**src/hdl/mvma_pkg.sv**
```systemverilog
// shared types, constants and state codes for the matrix-vector multiply-add unit
package mvma_pkg;

  localparam int DATA_W  = 32;                // Q16.16 operands and result
  localparam int ACC_W   = 64;                // Q48.16 row accumulator
  localparam int OP_W    = DATA_W + 1;        // multiplier operand, room for unsigned low word
  localparam int PROD_W  = 2 * OP_W;          // full product width
  localparam int FRAC_W  = 16;                // fraction bits
  localparam int MV_W    = 2 * DATA_W - FRAC_W;       // m*v after the shift
  localparam int AL_W    = DATA_W + DATA_W + 1 - FRAC_W; // alpha*lo after the shift
  localparam int REST_W  = AL_W + 1;          // sum of the two shifted low parts
  localparam int AH_W    = DATA_W + 2;        // alpha*hi once known to be in range
  localparam int FIN_W   = AH_W + FRAC_W + 2; // final sum before clamping
  localparam int CFG_IDX_W = 2;

  typedef logic signed [OP_W-1:0]   mul_op_t;
  typedef logic signed [PROD_W-1:0] mul_prod_t;
  typedef logic [CFG_IDX_W-1:0]     cfg_idx_t;

  // configuration register indexes
  localparam cfg_idx_t IDX_ALPHA = 2'd0;
  localparam cfg_idx_t IDX_BETA  = 2'd1;

  localparam logic signed [DATA_W-1:0] ALPHA_RST = 32'sd65536;
  localparam logic signed [DATA_W-1:0] BETA_RST  = 32'sd0;

  localparam logic signed [DATA_W-1:0] RES_MAX = {1'b0, {(DATA_W-1){1'b1}}};
  localparam logic signed [DATA_W-1:0] RES_MIN = {1'b1, {(DATA_W-1){1'b0}}};
  localparam logic signed [ACC_W-1:0]  ACC_MAX = {1'b0, {(ACC_W-1){1'b1}}};
  localparam logic signed [ACC_W-1:0]  ACC_MIN = {1'b1, {(ACC_W-1){1'b0}}};

  // alpha*hi beyond +/- 2^32 always clamps the result
  localparam mul_prod_t AH_HI_LIM = mul_prod_t'(66'sh1_0000_0000);
  localparam mul_prod_t AH_LO_LIM = -mul_prod_t'(66'sh1_0000_0000);

  typedef enum logic [2:0] {
    S_IDLE,
    S_ACC,
    S_AH,
    S_AL,
    S_BB,
    S_RST,
    S_OUT
  } seq_state_t;

endpackage

```
**src/hdl/mvma_mul.sv**
```systemverilog
// shared signed multiplier with a registered product
module mvma_mul (
  input  logic               clk,
  input  logic               en,
  input  mvma_pkg::mul_op_t  op_a,
  input  mvma_pkg::mul_op_t  op_b,
  output mvma_pkg::mul_prod_t prod_r
);
  import mvma_pkg::*;

  mul_prod_t prod_nxt;

  // full-width signed product
  assign prod_nxt = op_a * op_b;

  // product register, loaded only when the sequencer asks
  always_ff @(posedge clk) begin
    if (en) begin
      prod_r <= prod_nxt;
    end
  end

endmodule

```
**src/hdl/matrix_vector_multiply_add_unit.sv**
```systemverilog
// top level: row-at-a-time alpha*M*v + beta*b with a shared multiplier
//
//  channel  dir  handshake          payload
//  in_      in   tvalid / tready    tdata: matrix, vector, bias; tlast: end of row
//  out_     out  tvalid / tready    tdata: row result; tuser: saturated flag
//  cfg_     in   valid / ready      index, data (0 alpha_gain, 1 beta_gain)
//
// an item that does not end a row is multiplied, then accumulated
// an item that ends a row is also accumulated, then the one multiplier runs three more
// products (alpha*hi, alpha*lo, beta*bias), then two add steps form the result
// in_tready is low while a request is in work and while a result waits to load
// the output register; a held result does not block a non-final request
// reset (rst_n low, synchronous) restores gains, clears the row and the output
module matrix_vector_multiply_add_unit (
  input  logic                           clk,
  input  logic                           rst_n,
  // input requests
  input  logic                           in_tvalid,
  output logic                           in_tready,
  input  logic [95:0]                    in_tdata,  // [31:0] matrix_element,
                                                    // [63:32] vector_element,
                                                    // [95:64] bias_element
  input  logic                           in_tlast,
  // results
  output logic                           out_tvalid,
  input  logic                           out_tready,
  output logic [31:0]                    out_tdata, // [31:0] row_result
  output logic [0:0]                     out_tuser, // [0] saturated
  // configuration writes
  input  logic                           cfg_valid,
  output logic                           cfg_ready,
  input  mvma_pkg::cfg_idx_t             cfg_index,
  input  logic [31:0]                    cfg_data
);
  import mvma_pkg::*;

  seq_state_t state_r, state_nxt;

  logic signed [DATA_W-1:0] alpha_r, alpha_nxt;
  logic signed [DATA_W-1:0] beta_r, beta_nxt;
  logic signed [ACC_W-1:0]  acc_r, acc_nxt;
  logic                     ovf_r, ovf_nxt;
  logic signed [DATA_W-1:0] bias_r, bias_nxt;
  logic                     last_r, last_nxt;
  logic                     ah_hi_r, ah_hi_nxt;
  logic                     ah_lo_r, ah_lo_nxt;
  logic signed [AH_W-1:0]   ah_r, ah_nxt;
  logic signed [REST_W-1:0] rest_r, rest_nxt;
  logic                     out_valid_r, out_valid_nxt;
  logic signed [DATA_W-1:0] out_res_r, out_res_nxt;
  logic                     out_sat_r, out_sat_nxt;

  mul_op_t   mul_a, mul_b;
  logic      mul_en;
  mul_prod_t prod_r;

  logic                     in_acc;
  logic                     out_free;
  logic signed [MV_W-1:0]   mv_shift;
  logic signed [ACC_W:0]    acc_sum;
  logic signed [FIN_W-1:0]  fin_sum;
  logic                     fin_over;
  logic                     fin_under;

  assign in_tready  = (state_r == S_IDLE);
  assign in_acc     = in_tvalid & in_tready;
  assign out_free   = ~out_valid_r | out_tready;
  assign cfg_ready  = 1'b1;
  assign out_tvalid = out_valid_r;
  assign out_tdata  = out_res_r;
  assign out_tuser  = out_sat_r;

  // shared multiplier
  mvma_mul u_mul (
    .clk    (clk),
    .en     (mul_en),
    .op_a   (mul_a),
    .op_b   (mul_b),
    .prod_r (prod_r)
  );

  // floor-shifted m*v and the widened accumulator sum
  assign mv_shift = prod_r[2*DATA_W-1:FRAC_W];
  assign acc_sum  = {acc_r[ACC_W-1], acc_r} + (ACC_W+1)'(mv_shift);

  // final sum: alpha*hi scaled up plus the shifted low parts
  assign fin_sum   = FIN_W'(signed'({ah_r, {FRAC_W{1'b0}}})) + FIN_W'(rest_r);
  assign fin_over  = ~fin_sum[FIN_W-1] & (|fin_sum[FIN_W-2:DATA_W-1]);
  assign fin_under = fin_sum[FIN_W-1] & ~(&fin_sum[FIN_W-2:DATA_W-1]);

  // sequencer: next state, operand selection and register updates
  always_comb begin
    state_nxt     = state_r;
    alpha_nxt     = alpha_r;
    beta_nxt      = beta_r;
    acc_nxt       = acc_r;
    ovf_nxt       = ovf_r;
    bias_nxt      = bias_r;
    last_nxt      = last_r;
    ah_hi_nxt     = ah_hi_r;
    ah_lo_nxt     = ah_lo_r;
    ah_nxt        = ah_r;
    rest_nxt      = rest_r;
    out_valid_nxt = out_valid_r & ~out_tready;
    out_res_nxt   = out_res_r;
    out_sat_nxt   = out_sat_r;
    mul_en        = 1'b0;
    mul_a         = '0;
    mul_b         = '0;

    // configuration writes, other indexes ignored
    if (cfg_valid) begin
      if (cfg_index == IDX_ALPHA) begin
        alpha_nxt = cfg_data;
      end else if (cfg_index == IDX_BETA) begin
        beta_nxt = cfg_data;
      end
    end

    unique case (state_r)
      S_IDLE: begin
        mul_a = OP_W'(signed'(in_tdata[31:0]));
        mul_b = OP_W'(signed'(in_tdata[63:32]));
        if (in_acc) begin
          mul_en    = 1'b1;
          bias_nxt  = in_tdata[95:64];
          last_nxt  = in_tlast;
          state_nxt = S_ACC;
        end
      end
      S_ACC: begin
        // saturating accumulate
        if (acc_sum[ACC_W] != acc_sum[ACC_W-1]) begin
          acc_nxt = acc_sum[ACC_W] ? ACC_MIN : ACC_MAX;
          ovf_nxt = 1'b1;
        end else begin
          acc_nxt = acc_sum[ACC_W-1:0];
        end
        state_nxt = last_r ? S_AH : S_IDLE;
      end
      S_AH: begin
        // alpha times the signed high word
        mul_en    = 1'b1;
        mul_a     = OP_W'(alpha_r);
        mul_b     = OP_W'(signed'(acc_r[ACC_W-1:DATA_W]));
        state_nxt = S_AL;
      end
      S_AL: begin
        // alpha times the unsigned low word; classify alpha*hi
        mul_en    = 1'b1;
        mul_a     = OP_W'(alpha_r);
        mul_b     = {1'b0, acc_r[DATA_W-1:0]};
        ah_hi_nxt = (prod_r > AH_HI_LIM);
        ah_lo_nxt = (prod_r < AH_LO_LIM);
        ah_nxt    = prod_r[AH_W-1:0];
        state_nxt = S_BB;
      end
      S_BB: begin
        // beta times bias; keep floor-shifted alpha*lo
        mul_en    = 1'b1;
        mul_a     = OP_W'(beta_r);
        mul_b     = OP_W'(bias_r);
        rest_nxt  = REST_W'(signed'(prod_r[2*DATA_W:FRAC_W]));
        state_nxt = S_RST;
      end
      S_RST: begin
        rest_nxt  = rest_r + REST_W'(mv_shift);
        state_nxt = S_OUT;
      end
      S_OUT: begin
        // clamp and load the output register once it is free
        if (out_free) begin
          out_valid_nxt = 1'b1;
          priority if (ah_hi_r) begin
            out_res_nxt = RES_MAX;
          end else if (ah_lo_r) begin
            out_res_nxt = RES_MIN;
          end else if (fin_over) begin
            out_res_nxt = RES_MAX;
          end else if (fin_under) begin
            out_res_nxt = RES_MIN;
          end else begin
            out_res_nxt = fin_sum[DATA_W-1:0];
          end
          out_sat_nxt = ovf_r | ah_hi_r | ah_lo_r | fin_over | fin_under;
          acc_nxt     = '0;
          ovf_nxt     = 1'b0;
          state_nxt   = S_IDLE;
        end
      end
      default: begin
        state_nxt = S_IDLE;
      end
    endcase
  end

  // state register
  always_ff @(posedge clk) begin
    if (!rst_n) begin
      state_r <= S_IDLE;
    end else begin
      state_r <= state_nxt;
    end
  end

  // control and row state
  always_ff @(posedge clk) begin
    if (!rst_n) begin
      alpha_r     <= ALPHA_RST;
      beta_r      <= BETA_RST;
      acc_r       <= '0;
      ovf_r       <= 1'b0;
      out_valid_r <= 1'b0;
    end else begin
      alpha_r     <= alpha_nxt;
      beta_r      <= beta_nxt;
      acc_r       <= acc_nxt;
      ovf_r       <= ovf_nxt;
      out_valid_r <= out_valid_nxt;
    end
  end

  // payload registers
  always_ff @(posedge clk) begin
    bias_r    <= bias_nxt;
    last_r    <= last_nxt;
    ah_hi_r   <= ah_hi_nxt;
    ah_lo_r   <= ah_lo_nxt;
    ah_r      <= ah_nxt;
    rest_r    <= rest_nxt;
    out_res_r <= out_res_nxt;
    out_sat_r <= out_sat_nxt;
  end

`ifndef SYNTHESIS
  // an accepted request always goes to the accumulate step next
  a_acc_after_req: assert property (@(posedge clk) disable iff (!rst_n)
    in_tvalid && in_tready |=> state_r == S_ACC)
    else $error("request not followed by accumulate step");

  // a request that does not end a row frees the input once the accumulate step is done
  a_mid_row_rate: assert property (@(posedge clk) disable iff (!rst_n)
    in_tvalid && in_tready && !in_tlast |=> ##1 in_tready)
    else $error("mid-row request held the input too long");

  // loading a result clears the row state
  a_row_clear: assert property (@(posedge clk) disable iff (!rst_n)
    state_r == S_OUT && out_free |=> acc_r == '0 && !ovf_r && out_valid_r)
    else $error("row state not cleared after result");

  // a clamped final value always raises the flag
  a_clamp_flag: assert property (@(posedge clk) disable iff (!rst_n)
    state_r == S_OUT && out_free && (ah_hi_r || ah_lo_r || fin_over || fin_under)
    |=> out_sat_r)
    else $error("clamped result without saturated flag");
`endif

endmodule

```
**config.mk**
```make
export PLATFORM = sky130hd
export DESIGN_NAME = matrix_vector_multiply_add_unit
export DESIGN_NICKNAME = d
export VERILOG_FILES = /design/src/hdl/mvma_pkg.sv /design/src/hdl/mvma_mul.sv /design/src/hdl/matrix_vector_multiply_add_unit.sv
export SDC_FILE = /design/constraint.sdc
export NUM_CORES = 2
export LEC_CHECK = 0
export ABC_CLOCK_PERIOD_IN_PS = 10700
export BUFFER_PORTS_ARGS = -buffer_cell sky130_fd_sc_hd__buf_2
export CORE_MARGIN = 1
export CORE_UTILIZATION = 57
export DETAILED_ROUTE_END_ITERATION = 8
export PLACE_DENSITY = 0.87
export SETUP_SLACK_MARGIN = 0.2
export SLEW_MARGIN = 20
export SYNTH_ARGS = -nofsm -noshare
export SYNTH_HDL_FRONTEND = slang
export SYNTH_HIERARCHICAL = 1
export SYNTH_SLANG_ARGS = --single-unit
```
**constraint.sdc**
```tcl
create_clock -name clk -period 10.7 [get_ports clk]
set_input_delay 1.07 -clock clk [delete_from_list [all_inputs] [get_ports clk]]
set_output_delay 1.07 -clock clk [all_outputs]
set_load 0.02 [all_outputs]
```
# Yosys cells after proc, flatten, opt, wreduce, memory -nomap -nowiden
# Cells that the tools add are included.
dict set report op_classes {
  n_addsub 3
  n_mul 1
  order_cmp 2
  n_eq_ne 11
  muxes 21
  bitwise 14
  n_reduce_logical 15
}
# operator count
set op_table {}
lappend op_table {{2-to-1 mux 64 bit} 3}
lappend op_table {{case mux 33 bit (4 select lines)} 1}
lappend op_table {{case mux 64 bit (2 select lines)} 1}
lappend op_table {{case mux 50 bit (2 select lines)} 1}
lappend op_table {{case mux 33 bit (3 select lines)} 1}
lappend op_table {{2-to-1 mux 32 bit} 3}
lappend op_table {{> comparator 66 x 34 -> 1 bit, second input constant} 1}
lappend op_table {{less-than comparator 66 x 33 -> 1 bit, second input constant} 1}
lappend op_table {{multiplier 33 x 33 -> 66 bit} 1}
lappend op_table {{adder 64 x 48 -> 65 bit} 1}
lappend op_table {{adder 50 x 50 -> 51 bit} 1}
lappend op_table {{adder 50 x 48 -> 50 bit} 1}
lappend op_table {{case mux 3 bit (7 select lines)} 1}
lappend op_table {{AND reduction 20 bit} 1}
lappend op_table {{OR reduction 20 bit} 1}
lappend op_table {{AND reduction 2 bit} 5}
lappend op_table {{== test 3 bit, second input constant} 3}
lappend op_table {{== test 3 x 2 -> 1 bit, second input constant} 2}
lappend op_table {{2-to-1 mux 3 bit} 2}
lappend op_table {{AND reduction 3 bit} 2}
lappend op_table {{2-to-1 mux 1 bit} 5}
lappend op_table {{NOT 1 bit} 5}
lappend op_table {{bitwise OR 1 bit} 5}
lappend op_table {{bitwise AND 1 bit} 4}
lappend op_table {{other kinds (12)} 15}
dict set report totals {
  ff_bits 351
  input_bits 136
  out_inout_bits 36
  elab_cells 82
}

# Longest topological paths before layout
dict set report depth {
  depth_word 7
  mapped_depth 35
  depth_no_buf 31
}

# By module
# The synthesis kept the hierarchy.
# module n_inst cells_each area_per_inst_um2 seq_area_each_um2
set by_module_without_submodules {}
lappend by_module_without_submodules {mvma_mul 1 4300 40914.2 1981.9}
lappend by_module_without_submodules {matrix_vector_multiply_add_unit 1 2342 20153.1 7226.9}

# Worst setup path before layout
# No wires, ideal clock.
dict set report synth_path {
  path_type {register to register}
  start {register state_r[2]}
  end {register u_mul.prod_r[65] (data pin)}
  setup_ns 0.268
  t_arrival_ns 11.019
  t_required_ns 10.432
  path_slack_ns -0.587
  stages_incl_launch_ff 28
  n_path_buf 5
  period_less_slack_ns 11.287
  cell_sequence {dfxtp_1 > clkbuf_1 > nor2b_1 > nor2b_1 > clkbuf_1 > clkbuf_1 > a221o_1 > clkbuf_1 > nand2_1 > inv_1 > fa_1 > fa_1 > fa_1 > fa_1 > fa_1 > fa_1 > fa_1 > inv_1 > fa_1 > inv_1 > ha_1 > clkbuf_1 > nand3_1 > or3_1 > o21ai_1 > o21ai_1 > o41ai_1 > xnor2_1}
}
dict set report synth_via {
  elab_cells_between_ends 8
  classes_between {1 x mul; 3 x eq/ne; 2 x mux; 2 x reduce/logical}
}
# item line_no
set synth_rtl {}
lappend synth_rtl {{from (decl)} matrix_vector_multiply_add_unit.sv:37} ;# seq_state_t state_r, state_nxt;
lappend synth_rtl {{from (signal assigned)} matrix_vector_multiply_add_unit.sv:202} ;# state_r <= state_nxt;
lappend synth_rtl {{== test 3 bit, or another cell as far along} matrix_vector_multiply_add_unit.sv:120} ;# unique case (state_r)
lappend synth_rtl {{case mux 33 bit (4 select lines) (*)} matrix_vector_multiply_add_unit.sv:120}
lappend synth_rtl {{via mul_b[0]} matrix_vector_multiply_add_unit.sv:53} ;# mul_op_t mul_a, mul_b;
lappend synth_rtl {{multiplier 33 x 33 -> 66 bit (*)} mvma_mul.sv:14} ;# assign prod_nxt = op_a * op_b;
lappend synth_rtl {{via u_mul.prod_nxt[65]} mvma_mul.sv:11} ;# mul_prod_t prod_nxt;
lappend synth_rtl {{to (signal assigned)} mvma_mul.sv:19} ;# prod_r <= prod_nxt;
lappend synth_rtl {{to (decl)} mvma_mul.sv:7} ;# output mvma_pkg::mul_prod_t prod_r
# The timed path passes the listed nets; every way through them passes the cells marked *.
# A chain may end at the register's enable or synchronous reset.

# Final worst setup path
dict set report layout_path {
  start {register state_r[1]}
  end {register u_mul.prod_r[43] (data pin)}
}
dict set report layout_via {
  elab_chain_len 4
  elab_cells_between_ends 8
  classes_between {1 x mul; 3 x eq/ne; 2 x mux; 2 x reduce/logical}
}
# item line_no
set layout_rtl {}
lappend layout_rtl {{== test 3 x 2 -> 1 bit} matrix_vector_multiply_add_unit.sv:120}
lappend layout_rtl {{OR reduction 2 bit (no line)} --}
lappend layout_rtl {{case mux 33 bit (3 select lines) (*)} matrix_vector_multiply_add_unit.sv:120}
lappend layout_rtl {{via mul_a[22]} matrix_vector_multiply_add_unit.sv:53}
lappend layout_rtl {{multiplier 33 x 33 -> 66 bit (*)} mvma_mul.sv:14}
lappend layout_rtl {{via u_mul.prod_nxt[43]} mvma_mul.sv:11}
# Marked as above.

==> impl_metrics.py <==
metrics = {
    "status": {
        "status": "finished, violations left",
        "failed_checks": "DRC",
    },
    "sta": {
        "layout_min_cycle_time_ps": 10190,
        "max_slew_margin_pct": 17.3,
        "finalSetupTns_ps": 0,
        "fmax_mhz": 98.1,
        "setup_viol": 0,
        "fin_crit_sh_pct": 95.2,
        "rsz0062_at_grt": "no",
        "timing.final.hold_violations": 0,
        "finalClockSkew_ps": 15.7,
        "tightestPinTransition_ps": 1240,
        "drv_slew": 0,
    },
    "setup_path": {
        "reg2reg_depth": 31,
        "arrival_ps": 10480,
        "worstPathRequired_ps": 10990,
        "timing.rr.start": "state_r[1]",
        "r2r_slack_ps": 510,
        "cpMostUsedCell": "fa_1",
        "crit_fanout": 31,
        "cp-end-kind": "flip-flop",
        "r2r-end": "u_mul/prod_r[43]",
        "path_class": "reg -> reg",
        "critPathLaunchType": "flip-flop",
        "cpPeakStageDelay_ps": 800,
        "cp_slowest_cell": "dfxtp_2",
        "crit_start": "state_r[1]",
        "endpoint": "u_mul/prod_r[43]",
    },
    "logic_synthesis": {
        "synth_seq_area_share_pct": 15.1,
        "async_flop_share_pct": 0,
        "synthFlopType": "edfxtp_1",
        "yosys-top-cells-area": "fa_1 38%, edfxtp_1 11%, ha_1 7.5%, inv_1 7.2%, and2_1 5.8%",
        "synth.top_cell.area_share_pct": 37.6,
        "syn_inst": 6642,
        "syn-num-nets": 8290,
        "ys_types": 94,
        "synth_edf_count": 218,
        "avgSynthCellArea_um2": 9.19,
        "syn-cell-area_um2": 61100,
        "yosysWarningCount": 6,
        "ys_seq_elements": 351,
        "synth.most_common_cell": "inv_1",
        "synth_common_cells": "1178 x inv_1, 1148 x fa_1, 890 x nand2_1, 571 x and2_1, 364 x ha_1",
        "yosys.area.top_type": "fa_1",
    },
    "clock_network": {
        "clk_latency_ps": 560,
        "clock_sinks": 351,
        "clock_path_buffers": 3,
        "cts_hold_buf": 0,
        "cts_max_level": 2,
        "cts-root-buf": "clkbuf_16",
        "cts_buffers": 38,
        "tritoncts": "done",
        "path_clk_slew_ps": 70,
    },
    "cells_and_area": {
        "nNetsFinal": 8266,
        "fin_util_pct": 61.4,
        "area_delta_synth_final_pct": 6.20,
        "drive_above_1_share_pct": 6.59,
    },
    "detailed_routing": {
        "ant_nets": 0,
        "drt_first_pass_iters": 9,
        "finalWirelength_mm": 184,
        "drc": 40,
        "viasPerCell": 6.11,
        "dr_total_vias": 49200,
        "drt_iter0_markers": 5045,
        "post_drt_wl_per_cell_um": 22.9,
    },
    "global_route": {
        "grt_pass1_wl_mm": 287,
        "grtUsageMet2_pct": 54.9,
        "grt_util_met3_pct": 7.47,
        "antenna_found_initial": 25,
        "grt_max_degree": 100,
        "grtUsageTotal_pct": 34.5,
        "overflow": 0,
        "grt_pass1_vias": 51700,
        "grtUsageMet1_pct": 43.4,
        "top_usage_layer": "met2",
    },
    "floorplanning": {
        "rows": 119,
        "start_util_pct": 57.8,
        "die_w_um": 329,
        "core_um2": 106000,
        "pin_count": 172,
        "die-area_um2": 108000,
        "die_h_um": 329,
    },
    "flow_run": {
        "max_cap_violations": 0,
    },
    "place": {
        "dpl.hpwl_mm": 146,
        "gp_congestion": 1.06,
        "port_buffers": 170,
    },
    "hold_path": {
        "worst_hold_path_type": "reg -> reg",
    },
}
==> repair_timing <==
| item | 4_1_cts | 5_1_grt |
|---|---|---|
| resized for setup | 0 | 1 |
| hold endpoints to repair | 0 | 0 |
| setup buffers | 0 | 0 |
| endpoints found under the setup margin | 0 | 1 |
==> worst min-delay path by stage <==
stage / startpoint / to / depth (start not counted)
after floorplan: u_mul/prod_r[0] / ah_r[0] / 0
after global routing: alpha_r[4] / alpha_r[4] / 2
after CTS: beta_r[7] / beta_r[7] / 2
after global placement: u_mul/prod_r[0] / ah_r[0] / 0
final: beta_r[7] / beta_r[7] / 2
after detailed placement: beta_r[29] / beta_r[29] / 2
==> final cells by class <==
| type | instances | area [µm²] |
|---|---|---|
| Tap cell | 1391 | 1740 |
| Multi-Input combinational cell | 4768 | 46300 |
| Clock inverter | 25 | 358 |
| Fill cell | 8444 | 40900 |
| Clock buffer | 45 | 1040 |
| Inverter | 1179 | 4430 |
| Antenna cell | 18 | 45.0 |
| Timing Repair Buffer | 280 | 1730 |
| Sequential cell | 351 | 9210 |
==> critical path, delay by kind of cell, from the launching register on <==
kind                     cells  cell delay [ps]
AO/OA/AOI/OAI                6             1280
XOR/XNOR                     1              180
AND/OR/NAND/NOR              6             1770
adder cells (fa/ha/maj)      9             4420
buffers and inverters        9             1400
flip-flops                   1              800
==> flip-flops by register name, indices dropped and copies added, names as in the netlist, 32 cells and up <==
| register | cells |
|---|---|
| out_tdata | 32 |
| acc_r | 64 |
| rest_r | 50 |
| u_mul/prod_r | 66 |
| ah_r | 34 |
| bias_r | 32 |
| beta_r | 32 |
| alpha_r | 32 |
==> cells in the final DEF, fill, tap and decap left out, drive strengths merged, types with 24 or more instances in the layout <==
cell / n
nand2: 890
and2: 572
inv: 1182
o211ai: 25
o21bai: 33
edfxtp: 218
clkbuf: 45
a21oi: 362
fa: 1148
nor2b: 27
o21ai: 231
buf: 280
nand2b: 27
o21a: 24
xnor2: 136
nand3: 40
a22o: 34
nor2: 161
a221o: 37
nor3: 33
a22oi: 37
ha: 364
xor2: 69
dfxtp: 133
nand4: 61
a21o: 177
a211oi: 27
nor4: 25
==> layer usage <==
layer | vias to the layer above | wire (µm) | share of wire [%]
met2 | 2935 | 84800 | 46
met4 | 8 | 12500 | 6.8
met3 | 677 | 19900 | 11
met5 | - | 54 | 0.029
li1 | 21000 | - | -
met1 | 24600 | 67100 | 36
==> cells by family (layout without fill, tap and decap cells) <==
logic type,count (synthesis),after routing,synth area share (%)
other,1,19,0.00614
adders and majority gates,1512,1512,45.1
AOI/OAI and AO/OA,1120,1120,11.9
xor gates and xnor gates,205,205,2.94
buffers and inverters,1524,1529,9.47
DFF,351,351,15.1
and+or+nand+nor,1921,1922,15.4
muxes,8,8,0.156
==> stage by stage <==
step / cells / instance area, µm² / hold slack [ps] / setup slack [ps]
finish: 8057 / 64900 / 457 / 508
global route: 8054 / 64800 / 474 / 228
CTS: 8037 / 64800 / 456 / 793
detailed placement: 7967 / 63400 / 447 / 790
global placement: 7967 / 63400 / 433 / 999
floorplan: 6642 / 61100 / 427 / 402
Power is not shown: default switching activity piles up to over one toggle a cycle in this logic, so the estimate is an artifact.
